File: src/key_debouncer_with_layer_latch_top_assert.svh
// Assertion macros shared by the key debouncer RTL.
`ifndef KEY_DEBOUNCER_WITH_LAYER_LATCH_TOP_ASSERT_SVH
`define KEY_DEBOUNCER_WITH_LAYER_LATCH_TOP_ASSERT_SVH

// The consequent must hold in the same cycle as the antecedent.
`define KDL_ASSERT_IMPL(label, clk, rst_n, ante, cons) \
    label: assert property (@(posedge clk) disable iff (!rst_n) (ante) |-> (cons)) \
        else $error("KDL assertion failed: same-cycle implication");

// The consequent must hold in the cycle after the antecedent.
`define KDL_ASSERT_NEXT(label, clk, rst_n, ante, cons) \
    label: assert property (@(posedge clk) disable iff (!rst_n) (ante) |=> (cons)) \
        else $error("KDL assertion failed: next-cycle implication");

`endif

File: src/kdl_pkg.sv
// Package with the shared types and constants of the key debouncer.
package kdl_pkg;

    localparam int NUM_KEYS_DEF = 64;
    localparam int HIST_W       = 16;
    localparam int LAYER_W      = 8;
    localparam int KEY_W        = 6;
    localparam int CMD_W        = 2;
    localparam int KEY_CMP_W    = 9;
    localparam logic [HIST_W-1:0] MASK_RESET = 16'h001F;

    typedef enum logic [CMD_W-1:0] {
        CMD_SAMPLE = 2'd0,
        CMD_RAISE  = 2'd1,
        CMD_CLEAR  = 2'd2
    } cmd_t;

    typedef struct packed {
        logic [HIST_W-1:0]  hist;
        logic               pressed;
        logic [LAYER_W-1:0] layer;
    } entry_t;

    localparam int ENTRY_W = $bits(entry_t);

    typedef struct packed {
        logic [LAYER_W-1:0] active_layer;
        logic               newly_released;
        logic               newly_pressed;
        logic [LAYER_W-1:0] press_layer;
        logic               debounced_pressed;
    } result_t;

endpackage

File: src/kdl_ram.sv
// Generic single-write, single-read RAM with a registered read port.
module kdl_ram #(
    parameter int WIDTH = 8,
    parameter int DEPTH = 64,
    localparam int AW = (DEPTH > 1) ? $clog2(DEPTH) : 1
) (
    input  logic             clk,
    input  logic             we,
    input  logic [AW-1:0]    waddr,
    input  logic [WIDTH-1:0] wdata,
    input  logic             re,
    input  logic [AW-1:0]    raddr,
    output logic [WIDTH-1:0] rdata
);

    logic [WIDTH-1:0] mem [DEPTH];
    logic [WIDTH-1:0] rdata_reg;

    always_ff @(posedge clk)
    begin
        if (we)
        begin
            mem[waddr] <= wdata;
        end
        if (re)
        begin
            rdata_reg <= mem[raddr];
        end
    end

    assign rdata = rdata_reg;

endmodule

File: src/key_debouncer_with_layer_latch_top.sv
// Top level of the per-key shift-register debouncer with layer latching.
// The block takes one transfer per clock unless the output stalls, and returns one
// registered result transfer per input transfer; the single read-modify-write of the
// key table sets this rate, and a write to a key that is read on the same edge is
// forwarded. Key state lives in one RAM of NUM_KEYS entries (history, debounced flag,
// latched layer); a valid bit per entry, cleared at reset, makes an unwritten entry
// read as zero, so there is no clearing pass after reset. Indexes at or above
// NUM_KEYS report zeros for the key fields. Write the debounce mask through cfg_wr_en
// and cfg_wr_data only while the block is idle; the block does not enforce this.
`include "key_debouncer_with_layer_latch_top_assert.svh"

module key_debouncer_with_layer_latch_top #(
    parameter int NUM_KEYS = kdl_pkg::NUM_KEYS_DEF
) (
    input  logic                      clk,
    input  logic                      rst_n,
    input  logic                      cfg_wr_en,
    input  logic [kdl_pkg::HIST_W-1:0] cfg_wr_data,
    input  logic                      s_tvalid,
    output logic                      s_tready,
    // Fields from bit 0: key_index[5:0], raw_pressed[6], layer_value[14:7], zero[15].
    input  logic [15:0]               s_tdata,
    // Fields from bit 0: command[1:0].
    input  logic [kdl_pkg::CMD_W-1:0] s_tuser,
    output logic                      m_tvalid,
    input  logic                      m_tready,
    // Fields from bit 0: debounced_pressed[0], press_layer[8:1], newly_pressed[9],
    // newly_released[10], active_layer[18:11], zero[23:19].
    output logic [23:0]               m_tdata
);

    import kdl_pkg::*;

    localparam int AW = (NUM_KEYS > 1) ? $clog2(NUM_KEYS) : 1;
    localparam logic [KEY_CMP_W-1:0] KEY_LIMIT = KEY_CMP_W'(NUM_KEYS);

    logic [HIST_W-1:0]    mask_reg;
    logic [LAYER_W-1:0]   layer_reg, layer_next;
    logic [NUM_KEYS-1:0]  evld_reg;

    logic                 s1_valid_reg;
    logic [CMD_W-1:0]     s1_cmd_reg;
    logic [AW-1:0]        s1_addr_reg;
    logic                 s1_kvalid_reg;
    logic                 s1_raw_reg;
    logic [LAYER_W-1:0]   s1_lv_reg;
    logic                 s1_fwd_reg, s1_fwd_next;
    logic                 s1_evld_reg;
    entry_t               fwd_data_reg;

    logic                 out_valid_reg;
    result_t              out_reg, out_next;

    logic [KEY_CMP_W-1:0] key_ext;
    logic [AW-1:0]        s_addr;
    logic                 s_kvalid;
    logic                 s_acc;
    logic                 s1_adv;

    entry_t               ram_rdata;
    entry_t               cur;
    entry_t               upd;
    logic                 ram_we;
    logic [HIST_W-1:0]    hist_new;
    logic [HIST_W-1:0]    sel;

    assign key_ext  = KEY_CMP_W'(s_tdata[KEY_W-1:0]);
    assign s_addr   = key_ext[AW-1:0];
    assign s_kvalid = key_ext < KEY_LIMIT;

    assign s1_adv   = s1_valid_reg && (!out_valid_reg || m_tready);
    assign s_tready = !s1_valid_reg || s1_adv;
    assign s_acc    = s_tvalid && s_tready;

    kdl_ram #(
        .WIDTH (ENTRY_W),
        .DEPTH (NUM_KEYS)
    ) u_ram (
        .clk   (clk),
        .we    (ram_we),
        .waddr (s1_addr_reg),
        .wdata (upd),
        .re    (s_acc),
        .raddr (s_addr),
        .rdata (ram_rdata)
    );

    always_comb
    begin
        cur = s1_fwd_reg ? fwd_data_reg : (s1_evld_reg ? ram_rdata : '0);
        hist_new   = {cur.hist[HIST_W-2:0], s1_raw_reg};
        sel        = hist_new & mask_reg;
        upd        = cur;
        layer_next = layer_reg;
        out_next   = '0;
        ram_we     = 1'b0;
        unique case (s1_cmd_reg)
            CMD_SAMPLE:
            begin
                if (s1_kvalid_reg)
                begin
                    ram_we   = s1_adv;
                    upd.hist = hist_new;
                    if (!cur.pressed)
                    begin
                        if (sel == mask_reg)
                        begin
                            upd.pressed            = 1'b1;
                            upd.layer              = layer_reg;
                            out_next.newly_pressed = 1'b1;
                        end
                    end
                    else if (sel == '0)
                    begin
                        upd.pressed             = 1'b0;
                        out_next.newly_released = 1'b1;
                    end
                end
            end
            CMD_RAISE:
            begin
                if (s1_lv_reg > layer_reg)
                begin
                    layer_next = s1_lv_reg;
                end
            end
            CMD_CLEAR:
            begin
                layer_next = '0;
            end
            default:
            begin
                layer_next = layer_reg;
            end
        endcase
        if (s1_kvalid_reg)
        begin
            out_next.debounced_pressed = upd.pressed;
            out_next.press_layer       = upd.layer;
        end
        out_next.active_layer = layer_next;
    end

    always_comb
    begin
        if (s_acc)
        begin
            s1_fwd_next = ram_we && (s1_addr_reg == s_addr);
        end
        else if (s1_adv)
        begin
            s1_fwd_next = 1'b0;
        end
        else
        begin
            s1_fwd_next = s1_fwd_reg;
        end
    end

    always_ff @(posedge clk or negedge rst_n)
    begin
        if (!rst_n)
        begin
            mask_reg      <= MASK_RESET;
            layer_reg     <= '0;
            evld_reg      <= '0;
            s1_valid_reg  <= 1'b0;
            s1_fwd_reg    <= 1'b0;
            out_valid_reg <= 1'b0;
        end
        else
        begin
            if (cfg_wr_en)
            begin
                mask_reg <= cfg_wr_data;
            end
            if (s1_adv)
            begin
                layer_reg <= layer_next;
            end
            if (ram_we)
            begin
                evld_reg[s1_addr_reg] <= 1'b1;
            end
            if (s_acc)
            begin
                s1_valid_reg <= 1'b1;
            end
            else if (s1_adv)
            begin
                s1_valid_reg <= 1'b0;
            end
            s1_fwd_reg <= s1_fwd_next;
            if (s1_adv)
            begin
                out_valid_reg <= 1'b1;
            end
            else if (m_tready)
            begin
                out_valid_reg <= 1'b0;
            end
        end
    end

    always_ff @(posedge clk)
    begin
        if (s_acc)
        begin
            s1_cmd_reg    <= s_tuser;
            s1_addr_reg   <= s_addr;
            s1_kvalid_reg <= s_kvalid;
            s1_raw_reg    <= s_tdata[KEY_W];
            s1_lv_reg     <= s_tdata[KEY_W+LAYER_W:KEY_W+1];
            s1_evld_reg   <= evld_reg[s_addr];
        end
        if (ram_we)
        begin
            fwd_data_reg <= upd;
        end
        if (s1_adv)
        begin
            out_reg <= out_next;
        end
    end

    assign m_tvalid = out_valid_reg;
    assign m_tdata  = {5'b0, out_reg};

    `KDL_ASSERT_IMPL(a_edge_excl, clk, rst_n, out_valid_reg,
        !(out_reg.newly_pressed && out_reg.newly_released))
    `KDL_ASSERT_IMPL(a_press_state, clk, rst_n, out_valid_reg && out_reg.newly_pressed,
        out_reg.debounced_pressed)
    `KDL_ASSERT_IMPL(a_release_state, clk, rst_n, out_valid_reg && out_reg.newly_released,
        !out_reg.debounced_pressed)
    `KDL_ASSERT_IMPL(a_write_adv, clk, rst_n, ram_we, s1_adv && s1_kvalid_reg)
    `KDL_ASSERT_IMPL(a_fwd_live, clk, rst_n, s1_fwd_reg, s1_valid_reg)
    `KDL_ASSERT_NEXT(a_write_marks, clk, rst_n, ram_we, evld_reg[$past(s1_addr_reg)])

endmodule
File: config.mk
export PLATFORM = sky130hd
export DESIGN_NAME = key_debouncer_with_layer_latch_top
export DESIGN_NICKNAME = d
export VERILOG_FILES = /design/src/kdl_pkg.sv /design/src/kdl_ram.sv /design/src/key_debouncer_with_layer_latch_top.sv
export VERILOG_INCLUDE_DIRS = /design/src /design/src/src
export SDC_FILE = /design/constraint.sdc
export NUM_CORES = 2
export LEC_CHECK = 0
export BUFFER_PORTS_ARGS = -buffer_cell sky130_fd_sc_hd__buf_2
export CAP_MARGIN = 20
export CORE_UTILIZATION = 55
export DETAILED_ROUTE_END_ITERATION = 10
export GPL_ROUTABILITY_DRIVEN = 0
export HOLD_SLACK_MARGIN = 0.15
export PLACE_DENSITY = 0.82
export REMOVE_ABC_BUFFERS = 1
export SYNTH_ARGS = -nofsm -noshare
export SYNTH_HDL_FRONTEND = slang
export SYNTH_SLANG_ARGS = --single-unit
export TNS_END_PERCENT = 20
File: constraint.sdc
create_clock -name clk -period 10.8 [get_ports clk]
set_input_delay 1.08 -clock clk [delete_from_list [all_inputs] [get_ports clk]]
set_output_delay 1.08 -clock clk [all_outputs]
set_load 0.02 [all_outputs]
Yosys cells after proc, flatten, opt, wreduce, memory -nomap -nowiden
Memory sizes are Yosys's and may differ from the RTL's. A register that Yosys moved wholly into a read port is not among the register bits.
Index checks and enable logic that the tools add are counted.

word-level totals
  bits in registers = 154
  bits in writable memories = 1,600
  bits of input ports = 39
  output and inout bits = 26
  logic and storage cells = 73
  memories kept = 1

memories
  memory     words  width  read ports  clocked after memory_dff  write ports  line           source
  u_ram.mem  64     25     1           1                         1            kdl_ram.sv:16  logic [WIDTH-1:0] mem [DEPTH];

operators by class
  magnitude comparators = 5
  equal/unequal tests = 4
  mux-type cells = 25
  bitwise operators = 4
  reductions and logical operators = 14

operators with widths
  kind                count
  $mux 25             4
  $or 64x64->64       1
  $lt 6x7->1 const B  3
  $and 16x16->16      1
  $eq 16x16->1        1
  $logic_not 16->1    1
  $mux 8              2
  $pmux 8 s2          1
  $mux 1              15
  $mux 9              1
  $gt 8x8->1          1
  $bmux 1 s6          1
  $demux 1 s6         1
  $eq 6x6->1          1
  $ge 6x1->1 const B  1
  $logic_and 1x1->1   4
  $reduce_bool 2->1   2
  $reduce_and 3->1    1
  $reduce_or 3->1     1
  $eq 2x1->1 const B  1
  $eq 2x2->1 const B  1
  $logic_not 1->1     2
  $logic_not 2->1     1
  $logic_or 1x1->1    2
  $not 1->1           2

Longest topological paths before layout
  depth after elaboration = 8
  mapped depth = 11
  mapped depth without buffers = 8

Modules after synthesis
Synthesis repeated with hierarchy kept, for this count alone.

unflattened totals
  cell total of the unflattened synthesis = 3,398
  area, all modules = 69,909.5 µm²

modules (own cells, without submodules)
  module                              times used  cells an instance  area an instance (µm²)
  kdl_ram                             1           2,850              62,747.7
  key_debouncer_with_layer_latch_top  1           548                7,161.9

Least setup slack after synthesis
No wires, ideal clock.

  path kind = input-to-reg
  start = input m_tready
  end = memory u_ram.mem[51][0] (netlist name) (enable)
  library setup time = 406 ps
  arrival = 3,803 ps
  data required time = 10,394 ps
  path slack = 6,591 ps
  cell stages on the path = 6
  buffers on the path = 1
  cell sequence = nand2b_1 > and3_1 > clkbuf_1 > nor2b_1 > nand3_1 > nor2_1

between the ends
  cells in the longest elaborated chain, start to end = 6

RTL lines
  element                       line                                       source
  start: declaration            key_debouncer_with_layer_latch_top.sv:26   input logic m_tready,
  $logic_or 1x1->1              key_debouncer_with_layer_latch_top.sv:71   assign s1_adv = s1_valid_reg && (!out_valid_reg || m_tready);
  $logic_and 1x1->1             key_debouncer_with_layer_latch_top.sv:71
  $mux 1                        key_debouncer_with_layer_latch_top.sv:100  if (s1_kvalid_reg)
  $mux 1                        key_debouncer_with_layer_latch_top.sv:97   unique case (s1_cmd_reg)
  net ram_we                    key_debouncer_with_layer_latch_top.sv:63   logic ram_we;
  $mux 1                        kdl_ram.sv:21                              if (we)
  $mux 1 (not written as such)  kdl_ram.sv:23                              mem[waddr] <= wdata;
  end: declaration              kdl_ram.sv:16

The timed path passes the listed nets, and every way through them passes these cells.

Worst setup path in the final report
  start = register s1_fwd_reg
  end = memory u_ram.mem[28][5] (netlist name), data pin

between the ends
  cells in the longest elaborated chain, start to end = 7

RTL lines
  element                   line                                       source
  start: declaration        key_debouncer_with_layer_latch_top.sv:47   logic s1_fwd_reg, s1_fwd_next;
  start signal: assignment  key_debouncer_with_layer_latch_top.sv:193  s1_fwd_reg <= s1_fwd_next;
  $mux 25 (*)               key_debouncer_with_layer_latch_top.sv:90   cur = s1_fwd_reg ? fwd_data_reg : (s1_evld_reg ? ram_rdata : '0);
  $and 16x16->16            key_debouncer_with_layer_latch_top.sv:92   sel = hist_new & mask_reg;
  $eq 16x16->1              key_debouncer_with_layer_latch_top.sv:106  if (sel == mask_reg)
  $mux 9                    key_debouncer_with_layer_latch_top.sv:106
  $mux 8                    key_debouncer_with_layer_latch_top.sv:104  if (!cur.pressed)
  $mux 25                   key_debouncer_with_layer_latch_top.sv:100
  $mux 25 (*)               key_debouncer_with_layer_latch_top.sv:97
  net u_ram.wdata[5]        kdl_ram.sv:10                              input logic [WIDTH-1:0] wdata,

Mark *: on every way through the listed nets, which the timed path passes. The rest lies on a longest branch.

==> impl_metrics.csv <==
group,metric,value,unit
clocking,cts_root_buf,"clkbuf_16",
floorplan,num_rows,126,
clocking,clk_latency,0.79,ns
timing,fin_crit_sh,47.2,%
grt,track_usage,29.1,%
yosys,synthCells,3051,
yosys,netlist.area_leader.share,74.3,%
yosys,synth.area.top_cells,"edfxtp_1, mux4_2, dfrtp_1",
timing,tightest_slew,1.23,ns
power,peakVddDrop,0.000198,V
yosys,synth-edff-count,1621,
route,wl_per_cell,35.6,microns
floorplan,ios,65,
setup_path,worstPathArrival,5.61,ns
flow_run,cap_viol_max_count,0,
clocking,cts_tree,"built",
timing,setup_ws,5.71,ns
timing,finClkSkew,0.0324,ns
cells_and_area,fill_cells,7169,
yosys,synth_compound_area_share,2.81,%
placed_design,portBuffers,58,
cells_and_area,multi_input_area,0.0141,sq mm
yosys,yosysSeqAreaShare,77.8,%
yosys,ys_ff_latch,1712,
route,via_count,34700,
setup_path,worstSetupPathType,"register to register",
placed_design,pre_cts_slack,5.51,ns
clocking,ctsHoldBuffers,0,
floorplan,design.core.area,0.118,sq mm
timing,post-route-min-period,5.09,ns
power,p_leak,23.9,nW
clocking,cts_sinks,1712,
cells_and_area,fin_nets,3265,
clocking,post_cts_buffers,0,
floorplan,die_y,347,microns
yosys,synth-adder-area-share,0.191,%
placed_design,dp_hpwl,90000,microns
setup_path,setup.worst_path.end_class,"register",
route,drc,0,
setup_path,worst_ep_required_time,11.31,ns
yosys,synth_top_family_by_area,"multiplexers",
timing,slew_viol_final,0,
setup_path,critPathLaunchType,"register",
route,drt_iter0_drc,6210,
cells_and_area,fin_util,62.2,%
cells_and_area,largest_reg_flops,1536,
yosys,synthMuxAreaShare,14.9,%
floorplan,die_area,0.121,sq mm
setup_path,r2r_slack,5.71,ns
clocking,cts_buffers,156,
timing,finalSetupViolCount,0,
route,drt-vias-per-instance,7.12,
grt,grt_overflow,0,
timing,rsz0062_at_grt,"no",
cells_and_area,regArea,0.0510,sq mm
route,detail-route-antenna-nets,0,
yosys,synth_top_area_cell,"edfxtp_1",
yosys,synthXorXnorAreaFrac,0.0802,%
cells_and_area,diodes,0,
setup_path,critPathMaxFanout,34,
timing,relSlewSlack,17.0,%
yosys,avgSynthCellArea,21.5,sq um
route,wirelength,173000,microns
min_path,holdCritPathClass,"primary input to async pin",
route,firstDrtPassIters,7,
grt,grt_max_degree,107,
cells_and_area,syn_to_final_growth,12.1,%
yosys,synthTopCellsByCount,"edfxtp_1, mux4_2, o22ai_1, nor2_1, dfrtp_1",
yosys,synth_ff_type,"edfxtp_1",
floorplan,fp.dieW,347,microns
run_status,status,"finished, final reports clean",
grt,grt_pass1_vias,34800,
timing,fmax,196,MHz
clocking,cts_resized,0,
yosys,yosysMostFrequentCell,"edfxtp_1",
yosys,synth_area,0.0655,sq mm
yosys,yosys_warnings,0,
power,power_density,190,mW/mm^2
yosys,async_reset_ff_share,5.32,%
yosys,synth-simple-area-share,2.93,%
clocking,clockBufferDepth,3,
floorplan,initial_core_util,55.5,%
clocking,cts_htree_levels,4,
clocking,clkTransAtPathRegs,0.07,ns
cells_and_area,drive_above_1_share,30.0,%
timing,hold_viol_final,0,
timing,finalSetupTns,0,ns
grt,grt_pass1_wl,247000,microns
yosys,ys_types,55,
grt,antenna_found_initial,6,
setup_path,r2r.worst_path.cells,8,
report_power, final:
| part | switching [mW] | internal, mW | leakage (nW) |
|---|---|---|---|
| Clock | 2.42 | 3.17 | 2.52 |
| Sequential | 0.0379 | 7.43 | 16.1 |
| Combinational | 0.610 | 0.265 | 5.37 |
critical path, cell delays in order, from the launching register on:
cell and delay, ns:
dfrtp_1 1.05, nor2b_2 0.21, buf_8 0.24, a22oi_1 0.71, a22oi_1 0.21, and4_1 0.27
and3_1 0.48, mux2i_4 1.03, buf_4 0.56
cell usage in the layout, fill, tap and decap left out, drive strengths merged, types with 5 or more instances in the layout:
cell type	n
nand2b	19
inv	36
nor3	31
nand3	16
a22oi	45
mux2	32
mux2i	44
ha	10
nor4	13
mux4	397
nand2	84
clkinv	53
or2	70
o22ai	144
a31oi	6
o31ai	14
o21ai	31
xor2	6
or4	8
conb	5
and2	5
buf	168
nand3b	8
a22o	18
a21oi	5
bufinv	14
dfstp	5
dfrtp	86
nor2	94
edfxtp	1621
clkbuf	206
nor2b	14
kinds of logic (layout without fill, tap and decap cells):
| group | count (synthesis) | count (layout) |
|---|---|---|
| buffers and inverters | 194 | 481 |
| muxes | 473 | 473 |
| xor gates and xnor gates | 6 | 6 |
| other | 1 | 5 |
| AOI/OAI and AO/OA | 277 | 277 |
| adders and majority gates | 10 | 10 |
| DFF | 1712 | 1712 |
| and+or+nand+nor | 378 | 378 |
per-layer routing:
layer	track usage [%]	share of wire, %
met2	46.0	48
met4	15.7	6.3
met3	7.29	13
met5	0	0.040
met1	37.4	33
worst paths after layout:
path | startpoint | end
min in group clk | evld_reg[58] | evld_reg[58]
max in group asynchronous | rst_n | evld_reg[34]
max | s1_fwd_reg | u_ram.mem[28][5]
max reg2reg | s1_fwd_reg | u_ram.mem[28][5]
min reg2reg | evld_reg[58] | evld_reg[58]
min | rst_n | evld_reg[29]
stage by stage:
step | instance area (sq um) | hold WS [ns] | power [mW] | instances
after global placement | 68300 | 0.445 | 8.39 | 4593
final | 73500 | 0.318 | 13.9 | 4878
after CTS | 73400 | 0.313 | 13.9 | 4877
after detailed placement | 68300 | 0.451 | 8.43 | 4593
after global routing | 73500 | 0.340 | 14.2 | 4878
after floorplan | 64800 | 0.434 | 8.02 | 2890
layout make-up:
cell class,instances,area share [%]
well taps,1536,2.62
repair buffers,168,1.64
clock buffers,206,5.92
inverters,29,0.148
flip-flops and latches,1712,69.4
multi-input cells,1149,19.3
clock inverters,78,1.05
Note: power is estimated with default switching activity, not from simulation.
